$ cat src/hdl/qaed_pkg.sv
// qaed_pkg: shared types, codes and helpers for the query argument extractor
// depends on nothing; imported by every module of the block
`default_nettype none

package qaed_pkg;

    // parser modes
    localparam logic [2:0] MODE_SEG   = 3'd0;
    localparam logic [2:0] MODE_MATCH = 3'd1;
    localparam logic [2:0] MODE_SKIP  = 3'd2;
    localparam logic [2:0] MODE_VALUE = 3'd3;
    localparam logic [2:0] MODE_DONE  = 3'd4;

    // result kinds
    localparam logic [1:0] KIND_BYTE      = 2'd0;
    localparam logic [1:0] KIND_FOUND     = 2'd1;
    localparam logic [1:0] KIND_NOT_FOUND = 2'd2;

    // configuration register indexes
    localparam logic [1:0] REG_KEY_CHARS    = 2'd0;
    localparam logic [1:0] REG_KEY_LENGTH   = 2'd1;
    localparam logic [1:0] REG_OUT_CAPACITY = 2'd2;

    localparam logic [8:0] CAPACITY_RESET = 9'd64;
    localparam logic [8:0] CAPACITY_MAX   = 9'd256;

    // characters
    localparam logic [7:0] CHAR_PERCENT = 8'h25;
    localparam logic [7:0] CHAR_PLUS    = 8'h2b;
    localparam logic [7:0] CHAR_EQUALS  = 8'h3d;
    localparam logic [7:0] CHAR_AMP     = 8'h26;
    localparam logic [7:0] CHAR_CR      = 8'h0d;
    localparam logic [7:0] CHAR_LF      = 8'h0a;
    localparam logic [7:0] CHAR_SPACE   = 8'h20;

    localparam int FIFO_DEPTH = 4;
    localparam int FIFO_AW    = 2;

    typedef struct packed {
        logic [1:0] kind;
        logic [7:0] data;
        logic [8:0] length;
        logic       truncated;
        logic       last;
    } result_t;

    // results raised by one input beat, in delivery order
    typedef struct packed {
        logic    first_valid;
        logic    second_valid;
        result_t first;
        result_t second;
    } result_pair_t;

    typedef struct packed {
        logic [FIFO_AW:0] level;
    } fifo_status_t;

    function automatic logic [3:0] hex_value(input logic [7:0] c);
        logic [3:0] v;
        v = 4'd0;
        if (c >= 8'h30 && c <= 8'h39) v = 4'(c - 8'h30);
        else if (c >= 8'h41 && c <= 8'h46) v = 4'(c - 8'h41 + 8'd10);
        else if (c >= 8'h61 && c <= 8'h66) v = 4'(c - 8'h61 + 8'd10);
        return v;
    endfunction

endpackage

`default_nettype wire

$ cat src/hdl/qaed_parse.sv
// qaed_parse: scan state registers and the per-beat segment, key and
// percent-decode logic; depends on qaed_pkg
`default_nettype none

module qaed_parse
    import qaed_pkg::*;
#(
    parameter int MAX_KEY_BYTES = 8
) (
    input  wire logic                         aclk,
    input  wire logic                         aresetn,
    input  wire logic                         accept,
    input  wire logic [7:0]                   in_byte,
    input  wire logic                         in_last,
    input  wire logic [8*MAX_KEY_BYTES-1:0]   key_chars,
    input  wire logic [3:0]                   key_length,
    input  wire logic [8:0]                   out_capacity,
    output result_pair_t                      results,
    output logic [2:0]                        mode
);

    logic [2:0] mode_reg, mode_next;
    logic [3:0] key_pos_reg, key_pos_next;
    logic [1:0] esc_reg, esc_next;
    logic [3:0] nibble_reg, nibble_next;
    logic [8:0] count_reg, count_next;
    logic       ovf_reg, ovf_next;

    logic [3:0] klen;
    logic [8:0] cap_m1;
    logic [7:0] key_char;
    result_t    res_a, res_b;
    logic       a_valid, b_valid;

    assign klen = (key_length > 4'(MAX_KEY_BYTES)) ? 4'(MAX_KEY_BYTES) : key_length;

    always_comb begin
        if (out_capacity == 9'd0) cap_m1 = 9'd0;
        else if (out_capacity > CAPACITY_MAX) cap_m1 = CAPACITY_MAX - 9'd1;
        else cap_m1 = out_capacity - 9'd1;
    end

    always_comb begin
        key_char = 8'd0;
        for (int i = 0; i < MAX_KEY_BYTES; i++) begin
            if (key_pos_reg == 4'(i)) key_char = key_chars[8*i +: 8];
        end
    end

    always_comb begin
        logic [2:0] m;
        m = mode_reg;
        key_pos_next = key_pos_reg;
        esc_next     = esc_reg;
        nibble_next  = nibble_reg;
        count_next   = count_reg;
        ovf_next     = ovf_reg;
        a_valid      = 1'b0;
        b_valid      = 1'b0;
        res_a        = '0;
        res_b        = '0;

        if (in_byte != 8'd0) begin
            if (m == MODE_SEG) begin
                if (in_byte == CHAR_CR || in_byte == CHAR_LF) begin
                    a_valid    = 1'b1;
                    res_a.kind = KIND_NOT_FOUND;
                    m          = MODE_DONE;
                end else begin
                    m            = MODE_MATCH;
                    key_pos_next = 4'd0;
                end
            end
            if (m == MODE_MATCH) begin
                // key_position is cleared on entry from segment start
                if (((mode_reg == MODE_SEG) ? 4'd0 : key_pos_reg) < klen) begin
                    if (in_byte == ((mode_reg == MODE_SEG) ? key_chars[7:0] : key_char)) begin
                        key_pos_next = ((mode_reg == MODE_SEG) ? 4'd0 : key_pos_reg) + 4'd1;
                    end else if (in_byte == CHAR_AMP) begin
                        m            = MODE_SEG;
                        key_pos_next = 4'd0;
                    end else begin
                        m = MODE_SKIP;
                    end
                end else if (in_byte == CHAR_EQUALS) begin
                    m          = MODE_VALUE;
                    esc_next   = 2'd0;
                    count_next = 9'd0;
                    ovf_next   = 1'b0;
                end else if (in_byte == CHAR_AMP) begin
                    m            = MODE_SEG;
                    key_pos_next = 4'd0;
                end else begin
                    m = MODE_SKIP;
                end
            end else if (m == MODE_SKIP) begin
                if (in_byte == CHAR_AMP) begin
                    m            = MODE_SEG;
                    key_pos_next = 4'd0;
                end
            end else if (m == MODE_VALUE) begin
                if (in_byte == CHAR_AMP) begin
                    a_valid          = 1'b1;
                    res_a.kind       = KIND_FOUND;
                    res_a.length     = count_reg + 9'd1;
                    res_a.truncated  = ovf_reg;
                    m                = MODE_DONE;
                end else if (count_reg >= cap_m1) begin
                    ovf_next = 1'b1;
                end else if (esc_reg == 2'd1) begin
                    nibble_next = hex_value(in_byte);
                    esc_next    = 2'd2;
                end else if (esc_reg == 2'd2) begin
                    a_valid    = 1'b1;
                    res_a.kind = KIND_BYTE;
                    res_a.data = {nibble_reg, hex_value(in_byte)};
                    count_next = count_reg + 9'd1;
                    esc_next   = 2'd0;
                end else if (in_byte == CHAR_PERCENT) begin
                    esc_next = 2'd1;
                end else begin
                    a_valid    = 1'b1;
                    res_a.kind = KIND_BYTE;
                    res_a.data = (in_byte == CHAR_PLUS) ? CHAR_SPACE : in_byte;
                    count_next = count_reg + 9'd1;
                end
            end
        end

        if (in_byte == 8'd0 || in_last) begin
            if (m == MODE_VALUE) begin
                b_valid         = 1'b1;
                res_b.kind      = KIND_FOUND;
                res_b.length    = count_next + 9'd1;
                res_b.truncated = ovf_next;
            end else if (m != MODE_DONE) begin
                b_valid    = 1'b1;
                res_b.kind = KIND_NOT_FOUND;
            end
            m            = MODE_SEG;
            key_pos_next = 4'd0;
            esc_next     = 2'd0;
            nibble_next  = 4'd0;
            count_next   = 9'd0;
            ovf_next     = 1'b0;
        end
        mode_next = m;
    end

    // pack the two possible results in order, marking the final one
    always_comb begin
        results              = '0;
        results.first_valid  = a_valid | b_valid;
        results.second_valid = a_valid & b_valid;
        results.first        = a_valid ? res_a : res_b;
        results.first.last   = ~(a_valid & b_valid);
        results.second       = res_b;
        results.second.last  = 1'b1;
    end

    always_ff @(posedge aclk) begin
        if (!aresetn) begin
            mode_reg    <= MODE_SEG;
            key_pos_reg <= 4'd0;
            esc_reg     <= 2'd0;
            nibble_reg  <= 4'd0;
            count_reg   <= 9'd0;
            ovf_reg     <= 1'b0;
        end else if (accept) begin
            mode_reg    <= mode_next;
            key_pos_reg <= key_pos_next;
            esc_reg     <= esc_next;
            nibble_reg  <= nibble_next;
            count_reg   <= count_next;
            ovf_reg     <= ovf_next;
        end
    end

    assign mode = mode_reg;

endmodule

`default_nettype wire

$ cat src/hdl/qaed_out_fifo.sv
// qaed_out_fifo: four-entry result queue taking up to two results a beat
// and giving one a cycle while pop is high; depends on qaed_pkg
`default_nettype none

module qaed_out_fifo
    import qaed_pkg::*;
(
    input  wire logic   aclk,
    input  wire logic   aresetn,
    input  wire logic   push,
    input  wire result_pair_t push_data,
    input  wire logic   pop,
    output result_t     head,
    output logic        head_valid,
    output logic        room_for_pair,
    output fifo_status_t status
);

    result_t            entry_reg [FIFO_DEPTH];
    logic [FIFO_AW-1:0] wr_ptr_reg, rd_ptr_reg;
    logic [FIFO_AW:0]   level_reg, level_next;
    logic [FIFO_AW:0]   n_push;
    logic               do_pop;

    assign do_pop = pop & (level_reg != '0);
    assign n_push = push ? ((FIFO_AW+1)'(push_data.first_valid)
                          + (FIFO_AW+1)'(push_data.second_valid)) : '0;
    assign level_next = level_reg + n_push - (FIFO_AW+1)'(do_pop);

    always_ff @(posedge aclk) begin
        if (push && push_data.first_valid) entry_reg[wr_ptr_reg] <= push_data.first;
        if (push && push_data.second_valid)
            entry_reg[wr_ptr_reg + FIFO_AW'(1)] <= push_data.second;
    end

    always_ff @(posedge aclk) begin
        if (!aresetn) begin
            wr_ptr_reg <= '0;
            rd_ptr_reg <= '0;
            level_reg  <= '0;
        end else begin
            wr_ptr_reg <= wr_ptr_reg + n_push[FIFO_AW-1:0];
            rd_ptr_reg <= rd_ptr_reg + FIFO_AW'(do_pop);
            level_reg  <= level_next;
        end
    end

    assign head          = entry_reg[rd_ptr_reg];
    assign head_valid    = level_reg != '0;
    assign room_for_pair = level_reg <= (FIFO_AW+1)'(FIFO_DEPTH - 2);
    assign status.level  = level_reg;

endmodule

`default_nettype wire

$ cat src/hdl/query_argument_extract_decode.sv
// query_argument_extract_decode: top level, configuration registers, parser
// and result queue; depends on qaed_pkg, qaed_parse, qaed_out_fifo
`default_nettype none
//
//  channel   dir  beat carries
//  s_        in   tdata[7:0] in_byte, tlast in_last
//  m_        out  tdata[7:0] out_byte, [16:8] out_length, [17] truncated;
//                 tuser[1:0] result_kind; tlast run_last
//  cfg_      in   index 0 key_chars, 1 key_length, 2 out_capacity
//
//  one input beat is parsed in the cycle it is accepted; its zero, one or two
//  results enter a four-entry queue and leave one per cycle while m_tready
//  is high; s_tready is high while the queue holds at most two results, so
//  with m_tready high a stream raising one result a beat runs at one beat per
//  cycle, and a beat raising two results grows the queue by one
//  reset clears parser state and the queue; key is zero, capacity 64

module query_argument_extract_decode
    import qaed_pkg::*;
#(
    parameter int MAX_KEY_BYTES = 8
) (
    input  wire logic        aclk,
    input  wire logic        aresetn,
    input  wire logic        s_tvalid,
    output logic             s_tready,
    input  wire logic [7:0]  s_tdata,   // in_byte
    input  wire logic        s_tlast,
    output logic             m_tvalid,
    input  wire logic        m_tready,
    output logic [23:0]      m_tdata,   // out_byte, out_length, truncated, zero pad
    output logic [1:0]       m_tuser,   // result_kind
    output logic             m_tlast,
    input  wire logic        cfg_wr_en,
    input  wire logic [1:0]  cfg_index,
    input  wire logic [63:0] cfg_wdata
);

    logic [8*MAX_KEY_BYTES-1:0] key_chars_reg;
    logic [3:0]                 key_length_reg;
    logic [8:0]                 capacity_reg;

    logic         s_accept;
    result_pair_t pair;
    result_t      head;
    fifo_status_t fifo_status;
    logic [2:0]   parse_mode;
    logic         room;

    always_ff @(posedge aclk) begin
        if (!aresetn) begin
            key_chars_reg  <= '0;
            key_length_reg <= 4'd0;
            capacity_reg   <= CAPACITY_RESET;
        end else if (cfg_wr_en) begin
            unique case (cfg_index)
                REG_KEY_CHARS:    key_chars_reg  <= cfg_wdata[8*MAX_KEY_BYTES-1:0];
                REG_KEY_LENGTH:   key_length_reg <= cfg_wdata[3:0];
                REG_OUT_CAPACITY: capacity_reg   <= cfg_wdata[8:0];
                default: ;
            endcase
        end
    end

    assign s_tready = room;
    assign s_accept = s_tvalid & room;

    qaed_parse #(
        .MAX_KEY_BYTES (MAX_KEY_BYTES)
    ) u_parse (
        .aclk         (aclk),
        .aresetn      (aresetn),
        .accept       (s_accept),
        .in_byte      (s_tdata),
        .in_last      (s_tlast),
        .key_chars    (key_chars_reg),
        .key_length   (key_length_reg),
        .out_capacity (capacity_reg),
        .results      (pair),
        .mode         (parse_mode)
    );

    qaed_out_fifo u_fifo (
        .aclk          (aclk),
        .aresetn       (aresetn),
        .push          (s_accept),
        .push_data     (pair),
        .pop           (m_tready),
        .head          (head),
        .head_valid    (m_tvalid),
        .room_for_pair (room),
        .status        (fifo_status)
    );

    assign m_tdata = {6'd0, head.truncated, head.length, head.data};
    assign m_tuser = head.kind;
    assign m_tlast = head.last;

    // queue never overfills
    assert property (@(posedge aclk) disable iff (!aresetn)
        fifo_status.level <= (FIFO_AW+1)'(FIFO_DEPTH))
        else $error("result queue overfilled");

    // input is only taken with room for two results
    assert property (@(posedge aclk) disable iff (!aresetn)
        s_tready |-> fifo_status.level <= (FIFO_AW+1)'(FIFO_DEPTH - 2))
        else $error("input ready without room for a result pair");

    // a final beat returns the parser to segment start
    assert property (@(posedge aclk) disable iff (!aresetn)
        (s_tvalid && s_tready && s_tlast) |=> parse_mode == MODE_SEG)
        else $error("parser not back at segment start after final beat");

    // a second result always follows a first one
    assert property (@(posedge aclk) disable iff (!aresetn)
        pair.second_valid |-> pair.first_valid && !pair.first.last)
        else $error("result pair badly ordered");

endmodule

`default_nettype wire

$ cat config.mk
export PLATFORM = sky130hd
export DESIGN_NAME = query_argument_extract_decode
export DESIGN_NICKNAME = d
export VERILOG_FILES = /design/src/hdl/qaed_pkg.sv /design/src/hdl/qaed_parse.sv /design/src/hdl/qaed_out_fifo.sv /design/src/hdl/query_argument_extract_decode.sv
export SDC_FILE = /design/constraint.sdc
export NUM_CORES = 1
export LEC_CHECK = 0
export ABC_AREA = 0
export BUFFER_PORTS_ARGS = -buffer_cell sky130_fd_sc_hd__clkbuf_2
export CAP_MARGIN = 20
export CORE_MARGIN = 4
export CORE_UTILIZATION = 35
export CTS_CLUSTER_SIZE = 14
export DETAILED_ROUTE_END_ITERATION = 10
export GPL_ROUTABILITY_DRIVEN = 0
export PLACE_DENSITY = 0.5
export SLEW_MARGIN = 25
export SYNTH_ARGS = -nofsm -noshare
export SYNTH_HDL_FRONTEND = slang
export SYNTH_SLANG_ARGS = --single-unit
$ cat constraint.sdc
create_clock -name aclk -period 4.45 [get_ports aclk]
set_input_delay 0.6675 -clock aclk [delete_from_list [all_inputs] [get_ports aclk]]
set_output_delay 0.6675 -clock aclk [all_outputs]
set_load 0.005 [all_outputs]
# == Word level (Yosys, flattened, before mapping) ==
# Memory sizes are Yosys's and may differ from the RTL's. A register that Yosys moved wholly into a read port is not among the register bits.
# Index checks and enable logic that the tools add are counted.
# word_totals
reg_bits,107
mem_bits_rw,84
input_bits,80
mem_count,1
# memory_table
memory,words,width,rd,rd_ports_with_merged_regs,wr,line_no,rtl
u_fifo.entry_reg,4,21,1,1,2,qaed_out_fifo.sv:19,result_t entry_reg [FIFO_DEPTH];
# classes
add_sub_neg,15
magnitude_cmp,11
eq_ne,32
n_mux,121
bitwise,5
reduce_logical,25
# ops
operator,n
$mux 9,14
$mux 4,23
$mux 8,11
$mux 20,4
$mux 10,7
$mux 3,14
$mux 2,20
$eq 8x6->1 const B,4
$mux 1,27
$mux 21,1
$add 9x1->9 const B,2
$eq 4x3->1 const B,4
$eq 8x4->1 const B,2
$ge 8x7->1 const B,2
$le 8x7->1 const B,2
$sub 4x1->4 const B,3
$eq 3x2->1 const B,3
$ge 9x9->1,1
$gt 9x9->1 const B,1
$logic_not 9->1,1
$ne 3x2->1 const B,3
$ne 3x3->1 const B,3
$reduce_and 9->1,1
$sub 9x1->9 const B,1
other kinds (35),55

# == Logic depth before layout (Yosys ltp) ==
# Gate-level depths: netlist of run 1.
# logic_depth
ltp_word,24
ltp_mapped,22
mapped_depth_nobuf,21

# == Cells and area by module ==
# Synthesis of run 1 repeated with hierarchy kept, for this count alone.
# hier_totals
hier_cells,1174
hier_area_um2,11790.1
# by_module_without_submodules
module,instances,cells_each,area_per_inst_um2,seq_area_each_um2
qaed_out_fifo,1,259,4496.8,2662.6
qaed_parse,1,584,4150.2,460.4
query_argument_extract_decode,1,331,3143.0,1541.5

# == Worst setup path before layout of run 1 ==
# No wires, ideal clock.
# synth_timing
path_type,register to register
from,reg capacity_reg[2]
to,mem u_fifo.entry_reg[2][10] in the netlist's numbering (data pin)
setup_ns,0.155
arrival_time_ns,4.478
path_slack_ns,-0.183
stages_incl_launch_ff,23
n_path_buf,2
path_cell_list,dfxtp_1 -> nor4_1 -> nand2b_1 -> nor3b_1 -> nand2_1 -> nand2_1 -> o21ai_0 -> ha_1 -> nand2b_1 -> a211oi_1 -> o21a_1 -> o21ai_0 -> a21oi_1 -> o211ai_1 -> inv_1 -> ha_1 -> nand2_1 -> or2_2 -> clkbuf_1 -> a21boi_0 -> or2_1 -> clkbuf_1 -> o22ai_1
# synth_rtl
item,line_no,rtl
start: declaration,query_argument_extract_decode.sv:41,logic [8:0] capacity_reg;
start signal: assignment,query_argument_extract_decode.sv:59,REG_OUT_CAPACITY: capacity_reg <= cfg_wdata[8:0];
end: declaration,qaed_out_fifo.sv:19,

# == Final worst setup path of run 1 ==
# layout_timing
from,reg capacity_reg[3]
to,"reg u_fifo.level_reg[2], in the netlist u_fifo.status[2]"
# layout_via
elab_chain_len,15
# layout_lines
item,line_no,rtl
$sub 9x1->9 or $gt 9x9->1 (tied branches),"qaed_parse.sv:40, qaed_parse.sv:39",
$mux 9,qaed_parse.sv:39,else if (out_capacity > CAPACITY_MAX) cap_m1 = CAPACITY_MAX - 9'd1;
$mux 9 (*),qaed_parse.sv:38,if (out_capacity == 9'd0) cap_m1 = 9'd0;
$ge 9x9->1 (*),qaed_parse.sv:108,end else if (count_reg >= cap_m1) begin
$mux 1 (*),qaed_parse.sv:108,
$mux 1 (*),qaed_parse.sv:102,if (in_byte == CHAR_AMP) begin
$mux 1 (*),qaed_parse.sv:101,end else if (m == MODE_VALUE) begin
$mux 1 (*),qaed_parse.sv:96,end else if (m == MODE_SKIP) begin
$mux 1 (*),qaed_parse.sv:74,if (m == MODE_MATCH) begin
$mux 1 (*),qaed_parse.sv:63,if (in_byte != 8'd0) begin
$or 1x1->1 or $and 1x1->1 (tied branches),"qaed_parse.sv:153, qaed_parse.sv:154",
$add 1x1->2 (*),qaed_out_fifo.sv:27,+ (FIFO_AW+1)'(push_data.second_valid)) : '0;
$mux 3 (*),qaed_out_fifo.sv:26,assign n_push = push ? ((FIFO_AW+1)'(push_data.first_valid)
$add 3x3->3 (*),qaed_out_fifo.sv:28,assign level_next = level_reg + n_push - (FIFO_AW+1)'(do_pop);
$sub 3x1->3 (*),qaed_out_fifo.sv:28,
end signal: assignment,qaed_out_fifo.sv:44,level_reg <= level_next;
end: declaration,qaed_out_fifo.sv:21,"logic [FIFO_AW:0] level_reg, level_next;"
# Mark *: on every way between the ends. The rest lies on a longest branch, timed or not.
# A chain may end at the register's enable or synchronous reset.

==> results.sh, run 1 <==
export IMPL_m1WireLength_um=14600
export IMPL_hp_class="input pin to register"
export IMPL_worst_slew_pin_slew_ns=0.934
export IMPL_synthToLayoutAreaGrowth_pct=16.3
export IMPL_register_area_um2=4310
export IMPL_fin_hold_ws_ns=0.433
export IMPL_tritoncts="done"
export IMPL_dp_hpwl_um=23400
export IMPL_n_antenna_cell=0
export IMPL_clkTransAtPathRegs_ns=0.10
export IMPL_largest_register_ffs=84
export IMPL_status="finished, final reports clean"
export IMPL_drcViolationCount=0
export IMPL_portBuffers=102
export IMPL_core_area_um2=29900
export IMPL_fp_dieH_um=183
export IMPL_r2r_end="u_fifo.status[2]"
export IMPL_final_util=0.416
export IMPL_cts_sinks=191
export IMPL_initial_utilization=0.358
export IMPL_cp_arrival_ns=4.50
export IMPL_avgSynthCellArea_um2=8.92
export IMPL_drtIter0Drc=654
export IMPL_fin_crit_ns=4.18
export IMPL_ys_types=79
export IMPL_fillerInstances=3045
export IMPL_die_w_um=183
export IMPL_antenna_found_initial=1
export IMPL_synth_area_um2=10700
export IMPL_fin_crit_sh=0.939
export IMPL_finalWirelength_um=31900
export IMPL_grt_pass1_vias=9046
export IMPL_p_leak_nw=4.64
export IMPL_grt_max_degree=66
export IMPL_rr_worst_depth=21
export IMPL_num_rows=63
export IMPL_crit_fanout=7
export IMPL_worstSkewPairLatency_ns=0.45
export IMPL_drive_above_1_share=0.203
export IMPL_synthFlopType="dfxtp_1"
export IMPL_fmax_mhz=239
export IMPL_reg2reg_setup_slack_ns=0.27
export IMPL_path_class="register to register"
export IMPL_end_kind="register"
export IMPL_wire_per_inst_um=18.8
export IMPL_synth_warnings=0
export IMPL_min_delay_start="cfg_wdata[25]"
export IMPL_async_flop_share=0
export IMPL_r2r_start="capacity_reg[3]"
export IMPL_vias=9148
export IMPL_grt_pass1_wl_um=50500
export IMPL_relSlewSlack=0.378
export IMPL_required_ns=4.77
export IMPL_fin_worst_skew_ns=0.0297
export IMPL_peakVddDrop_mv=0.238
export IMPL_ys_seq_area_frac=0.403
export IMPL_worstHoldPathCells=3
export IMPL_top_layer="met5"
export IMPL_postCtsHoldBufs=0
export IMPL_start_kind="register"
export IMPL_vias_per_cell=5.39
export IMPL_cts_inserted_buffers=17
export IMPL_cts_root_buf="clkbuf_16"
export IMPL_nets=1405
export IMPL_htreeDepth=4
export IMPL_synth_enable_flop_cells=48
export IMPL_finalSetupViolCount=0
export IMPL_slew_viol_final=0
export IMPL_min_to="key_chars_reg[25]"
export IMPL_worst_slack_ns=0.273
export IMPL_multi_input_area_um2=5990
export IMPL_wl_met3_um=1310
export IMPL_ant_nets=0
export IMPL_gr_total_overflow=0
export IMPL_ys_ff_latch=191
export IMPL_power_density_nw_per_um2=337
export IMPL_max_clock_path_buffers=2
export IMPL_die_area_um2=33400
export IMPL_wl_met2_um=15400
export IMPL_synthCells=1198
export IMPL_drv_cap=0
export IMPL_track_usage=0.190
export IMPL_dp_slack_ns=0.0181
export IMPL_drt_pass1_iterations=5
export IMPL_ios=109
export IMPL_hold_violations=0
critical path, cell delays in order (launching register included):
cell and delay [ns]:
dfxtp_1 0.36, nor4_4 0.30, nand2b_1 0.14, nor3b_2 0.21
buf_4 0.17, nor2_1 0.05, nor2_1 0.10, ha_1 0.25
a211oi_1 0.24, o21a_1 0.17, o21a_1 0.13, o21ai_0 0.09
a21oi_1 0.17, o211ai_1 0.19, inv_1 0.11, ha_1 0.19
nand2_2 0.12, ha_1 0.31, inv_1 0.05, fa_1 0.43
xnor2_1 0.13, and2_1 0.15
power by group:
group	total (mW)	internal (mW)	switching, mW
logic	0.741	0.335	0.406
registers	1.90	1.84	0.0542
clock network	1.55	0.750	0.797
final cells by class:
cell class | instances | share of cell area
multi-input combinational | 892 | 0.482
inverter | 35 | 0.0106
tap | 390 | 0.0393
clock inverter | 14 | 0.0114
timing repair buffer | 158 | 0.0755
clock buffer | 18 | 0.0345
sequential | 191 | 0.347
kinds of logic (layout without fill, tap and decap cells):
group	Yosys count	in the layout	synth area share
xor gates and xnor gates	25	25	0.0212
muxes	63	63	0.0885
DFF	191	191	0.403
buffers and inverters	120	225	0.0458
and+or+nand+nor	462	462	0.209
AOI/OAI and AO/OA	304	304	0.195
adders and majority gates	31	31	0.0368
other	2	7	0.000703
cells in the mapped netlist (7+ instances only):
cell type / number / share of area
nand2_1: 218 / 0.077
nand4_1: 8 / 0.0047
a31oi_1: 7 / 0.0041
mux2_2: 12 / 0.013
o22ai_1: 41 / 0.024
buf_2: 7 / 0.0033
edfxtp_1: 48 / 0.13
nand3_1: 37 / 0.017
o211ai_1: 9 / 0.0063
a21boi_0: 71 / 0.050
a211oi_1: 8 / 0.0056
dfxtp_1: 143 / 0.27
clkbuf_1: 66 / 0.023
nor2_1: 54 / 0.019
a21oi_1: 29 / 0.014
xor2_1: 11 / 0.0090
or3_1: 7 / 0.0041
xnor2_1: 13 / 0.011
nor3_1: 18 / 0.0084
nand3b_1: 7 / 0.0049
nand2b_1: 17 / 0.010
a22oi_1: 16 / 0.011
nor2b_1: 29 / 0.017
mux2i_1: 27 / 0.025
or2_2: 7 / 0.0041
a22o_1: 10 / 0.0082
inv_1: 35 / 0.012
and3_1: 11 / 0.0064
mux4_2: 24 / 0.051
o21ai_0: 55 / 0.026
ha_1: 29 / 0.034
and2_1: 19 / 0.011
worst max path at each step:
| stage | endpoint | depth (start not counted) | slack [ns] | start |
|---|---|---|---|---|
| 5_1_grt | u_fifo.status[2] | 21 | -0.02 | capacity_reg[3] |
| 2_1_floorplan | u_fifo.entry_reg[2][10] | 22 | 0.01 | capacity_reg[2] |
| 3_3_place_gp | u_fifo.entry_reg[2][8] | 16 | 0.11 | s_tdata[4] |
| 6_report | u_fifo.status[2] | 21 | 0.27 | capacity_reg[3] |
| 3_5_place_dp | u_fifo.entry_reg[2][8] | 20 | 0.02 | capacity_reg[1] |
| 4_1_cts | u_fifo.entry_reg[2][8] | 20 | 0.02 | capacity_reg[1] |
routing by layer:
layer | track usage | vias up
met5 | 0 | -
met4 | 0.0477 | 2
met3 | 0.0321 | 41
met2 | 0.327 | 225
met1 | 0.248 | 4372
li1 | - | 4508
through the flow:
step	setup TNS [ns]	area [µm²]	power, mW	instances
floorplan	0	10700	2.41	1203
global placement	0	11800	2.68	1664
detailed placement	0	11800	2.68	1664
CTS	0	12300	4.24	1696
global route	-0.0379	12400	4.39	1698
finish	0	12400	4.18	1698
layout by cell type (no fill, tap or decap), drive strengths merged, types with 16 or more instances in the layout:
cell type	netlist	final
clkbuf	66	120
a22oi	16	16
nand2b	17	17
a21boi	71	71
buf	19	56
and2	19	19
dfxtp	143	143
o21ai	58	58
nand2	218	218
inv	35	43
mux4	24	24
nand3	38	38
mux2i	27	27
a21oi	29	29
nor2	54	54
edfxtp	48	48
ha	29	29
nor2b	29	29
o22ai	41	41
nor3	19	19
repair_timing:
action | in CTS | in global routing
resized for setup | 0 | 23
buffers inserted | 0 | 2
setup endpoints to repair | 0 | 125
(Power assumes the default switching activity.)
==> run 2, diff against run 1 <==
--- a/config.mk
+++ b/config.mk
@@ -17,4 +17,5 @@
 export SLEW_MARGIN = 25
 export SYNTH_ARGS = -nofsm -noshare
 export SYNTH_HDL_FRONTEND = slang
+export SYNTH_HIERARCHICAL = 1
 export SYNTH_SLANG_ARGS = --single-unit
==> constraint.sdc (replaced) <==
create_clock -name aclk -period 4.45 [get_ports aclk]
set_input_delay 0.89 -clock aclk [delete_from_list [all_inputs] [get_ports aclk]]
set_output_delay 0.89 -clock aclk [all_outputs]
set_load 0.005 [all_outputs]
==> run 2 against run 1 <==
Net effect: clock skew shrank 0.014 ns; final area increased by 16%; critical path depth stayed put; hold slack improved by 0.025 ns; global-route usage decreased by 0.93 points; synthesized cell count fell by 2.0%; count of clock-buffer cells in the layout is 2 higher; combinational power increased by 43%; fmax down 5.0%; highest routed layer unchanged.
==> results.sh, run 2 <==
export IMPL_dp_hpwl_um=23400
export IMPL_peakVddDrop_mv=0.276
export IMPL_clock_power_share=0.342
export IMPL_final_common_cell="nand2_1"
export IMPL_fp_dieH_um=192
export IMPL_crit_family="simple AND/OR/NAND/NOR gates"
export IMPL_grt_pass1_wl_um=51900
export IMPL_max_clock_path_buffers=2
export IMPL_ys_seq_area_frac=0.396
export IMPL_cp_arrival_ns=4.60
export IMPL_grt_max_degree=82
export IMPL_required_ns=4.65
export IMPL_synth_warnings=6
export IMPL_wire_per_inst_um=18.4
export IMPL_path_cells="nor3_4 > nand2_4 > nor4_4 > nand2b_1 > a21oi_1 > buf_4 > ha_4 > a21o_1 > a2111oi_4 > o21a_2 > o21ai_2 > or2_4 > xnor2_2 > nor2_2 > ha_4 > inv_4 > a221oi_4 > buf_6 > and4_4 > o31ai_4 > mux2_2"
export IMPL_worst_slew_pin_slew_ns=1.01
export IMPL_p_int_mw=3.29
export IMPL_power_density_nw_per_um2=321
export IMPL_synthCells=1174
export IMPL_synth_top_area_frac=0.214
export IMPL_synth_enable_flop_cells=84
export IMPL_die_area_um2=36700
export IMPL_comb_power_share=0.230
export IMPL_async_flop_share=0
export IMPL_antenna_found_initial=1
export IMPL_start_kind="register"
export IMPL_grt_pass1_vias=9225
export IMPL_switching_share=0.286
export IMPL_finalWirelength_um=32700
export IMPL_vias=9176
export IMPL_vias_per_cell=5.17
export IMPL_core_area_um2=32900
export IMPL_avgSynthCellArea_um2=10.0
export IMPL_synthXorXnorAreaFrac=0.0186
export IMPL_path_class="register to register"
export IMPL_register_area_um2=4670
export IMPL_fmax_mhz=227
export IMPL_ys_types=88
export IMPL_postCtsHoldBufs=0
export IMPL_final_cell_mix="nand2_1 (178), dfxtp_1 (106), clkbuf_2 (101)"
export IMPL_path_buf_inv=3
export IMPL_slowest_stage="a2111oi_4"
export IMPL_p_total_mw=4.60
export IMPL_synthSimpleGateAreaFrac=0.175
export IMPL_worstSkewPairLatency_ns=0.45
export IMPL_hold_violations=0
export IMPL_synthFlopType="dfxtp_1"
export IMPL_relSlewSlack=0.326
export IMPL_portBuffers=102
export IMPL_worst_path_largest_cell_delay_ns=0.34
export IMPL_cts_root_buf="clkbuf_16"
export IMPL_fin_crit_sh=0.988
export IMPL_die_w_um=192
export IMPL_fin_worst_skew_ns=0.0157
export IMPL_yosys_area_share_adder=0.0293
export IMPL_largest_register_ffs=84
export IMPL_fillerInstances=3272
export IMPL_ios=109
export IMPL_post_synth_top_area_cell="edfxtp_1"
export IMPL_switching_power_mw=1.31
export IMPL_rsz0062_at_grt="true"
export IMPL_tritoncts="done"
export IMPL_yosys_top_cells_area="edfxtp_1 (21%), dfxtp_1 (18%), mux2_2 (8.7%), mux2i_1 (8.2%), nand2_1 (5.8%)"
export IMPL_fin_hold_ws_ns=0.458
export IMPL_status="finished, final reports clean"
export IMPL_synthToLayoutAreaGrowth_pct=21.7
export IMPL_yosysMostFrequentCell="nand2_1"
export IMPL_drtIter0Drc=575
export IMPL_htreeDepth=4
export IMPL_clkTransAtPathRegs_ns=0.07
export IMPL_synth_compound_area_frac=0.114
export IMPL_drive_above_1_share=0.325
export IMPL_nets=1427
export IMPL_gr_total_overflow=0
export IMPL_hp_class="register to register"
export IMPL_fin_crit_ns=4.40
export IMPL_drv_cap=0
export IMPL_cts_sinks=191
export IMPL_p_seq_frac=0.429
export IMPL_ant_nets=0
export IMPL_synth_top_family_by_area="multiplexers"
export IMPL_end_kind="register"
export IMPL_ys_ff_latch=191
export IMPL_initial_utilization=0.359
export IMPL_p_leak_nw=5.45
export IMPL_drcViolationCount=0
export IMPL_num_rows=66
export IMPL_crit_fanout=5
export IMPL_crit_top_cell="ha_4"
export IMPL_finalSetupViolCount=0
export IMPL_cts_inserted_buffers=17
export IMPL_synth_top_cells_by_count="nand2_1 (183), dfxtp_1 (107), mux2i_1 (96), mux2_2 (91), edfxtp_1 (84)"
export IMPL_multi_input_area_um2=6970
export IMPL_n_antenna_cell=0
export IMPL_final_setup_tns_ns=0
export IMPL_slew_viol_final=0
export IMPL_synth_area_um2=11800
export IMPL_drt_pass1_iterations=5
export IMPL_track_usage=0.180
export IMPL_yosys_mux_area_fraction=0.209
run 2: cell count changes after synthesis, sizes merged, moves of 36 or more:
cell    before  now
dfxtp      143  107
edfxtp      48   84
mux2        12   92
a21boi      71    8
mux2i       27   96
buf         19   64
run 2: power groups by stage:
| stage | combinational, mW | clock (mW) | sequential [mW] |
|---|---|---|---|
| detailed placement | 1.02 | 0 | 2.01 |
| global placement | 1.02 | 0 | 2.01 |
| floorplan | 0.670 | 0 | 1.99 |
| global route | 1.17 | 1.67 | 1.98 |
| finish | 1.06 | 1.57 | 1.97 |
| CTS | 1.03 | 1.61 | 1.97 |
run 2: metrics by stage:
stage	std cells	setup slack, ns	util	cell area [µm²]
floorplan	1187	0.00633	-	12000
global placement	1731	-0.0352	0.404	13300
detailed placement	1731	-0.143	0.404	13300
CTS	1767	-0.0117	0.424	13900
global route	1775	-0.150	0.437	14400
finish	1775	0.0519	0.437	14400
run 2: what timing repair did:
action                     in CTS  in global routing
gates cloned                    0                  2
gates resized for setup         9                 62
setup buffers                   4                  8
pin swaps                       6                 30
setup endpoints to repair      25                 30
run 2: worst paths after layout:
check | slack, ns | endpoint | startpoint | depth (start not counted)
setup / recovery | 0.05 | u_fifo/entry_reg[2][10] | capacity_reg[2] | 21
hold / removal | 0.46 | key_chars_reg[10] | key_chars_reg[10] | 2
setup reg to reg | 0.05 | u_fifo/entry_reg[2][10] | capacity_reg[2] | 21
hold reg to reg | 0.46 | key_chars_reg[10] | key_chars_reg[10] | 2
run 2: worst min-delay path, cell delays in order (launching register included):
cell and delay, ns:
dfxtp_1 0.31, nand2_1 0.05, mux2i_1 0.05
run 2: per-layer routing:
metal | GRT usage | up-vias | routed length (µm)
met2 | 0.278 | 198 | 14600
li1 | - | 4551 | -
met1 | 0.261 | 4390 | 16200
met5 | 0 | - | 12
met3 | 0.0334 | 35 | 1360
met4 | 0.0453 | 2 | 557
run 2: final cells by class:
| cell class | instances | share of cell area |
|---|---|---|
| Clock buffer | 20 | 0.0319 |
| Clock inverter | 12 | 0.00933 |
| Sequential cell | 191 | 0.325 |
| Multi-Input combinational cell | 873 | 0.486 |
| Tap cell | 442 | 0.0385 |
| Timing Repair Buffer | 209 | 0.102 |
| Inverter | 28 | 0.00750 |
run 2: cells by family (layout without fill, tap and decap cells):
logic type / Yosys count / in the layout
and+or+nand+nor: 411 / 411
other: 3 / 16
muxes: 209 / 209
buffers and inverters: 123 / 269
xor gates and xnor gates: 25 / 25
AOI/OAI and AO/OA: 185 / 185
DFF: 191 / 191
adders and majority gates: 27 / 27
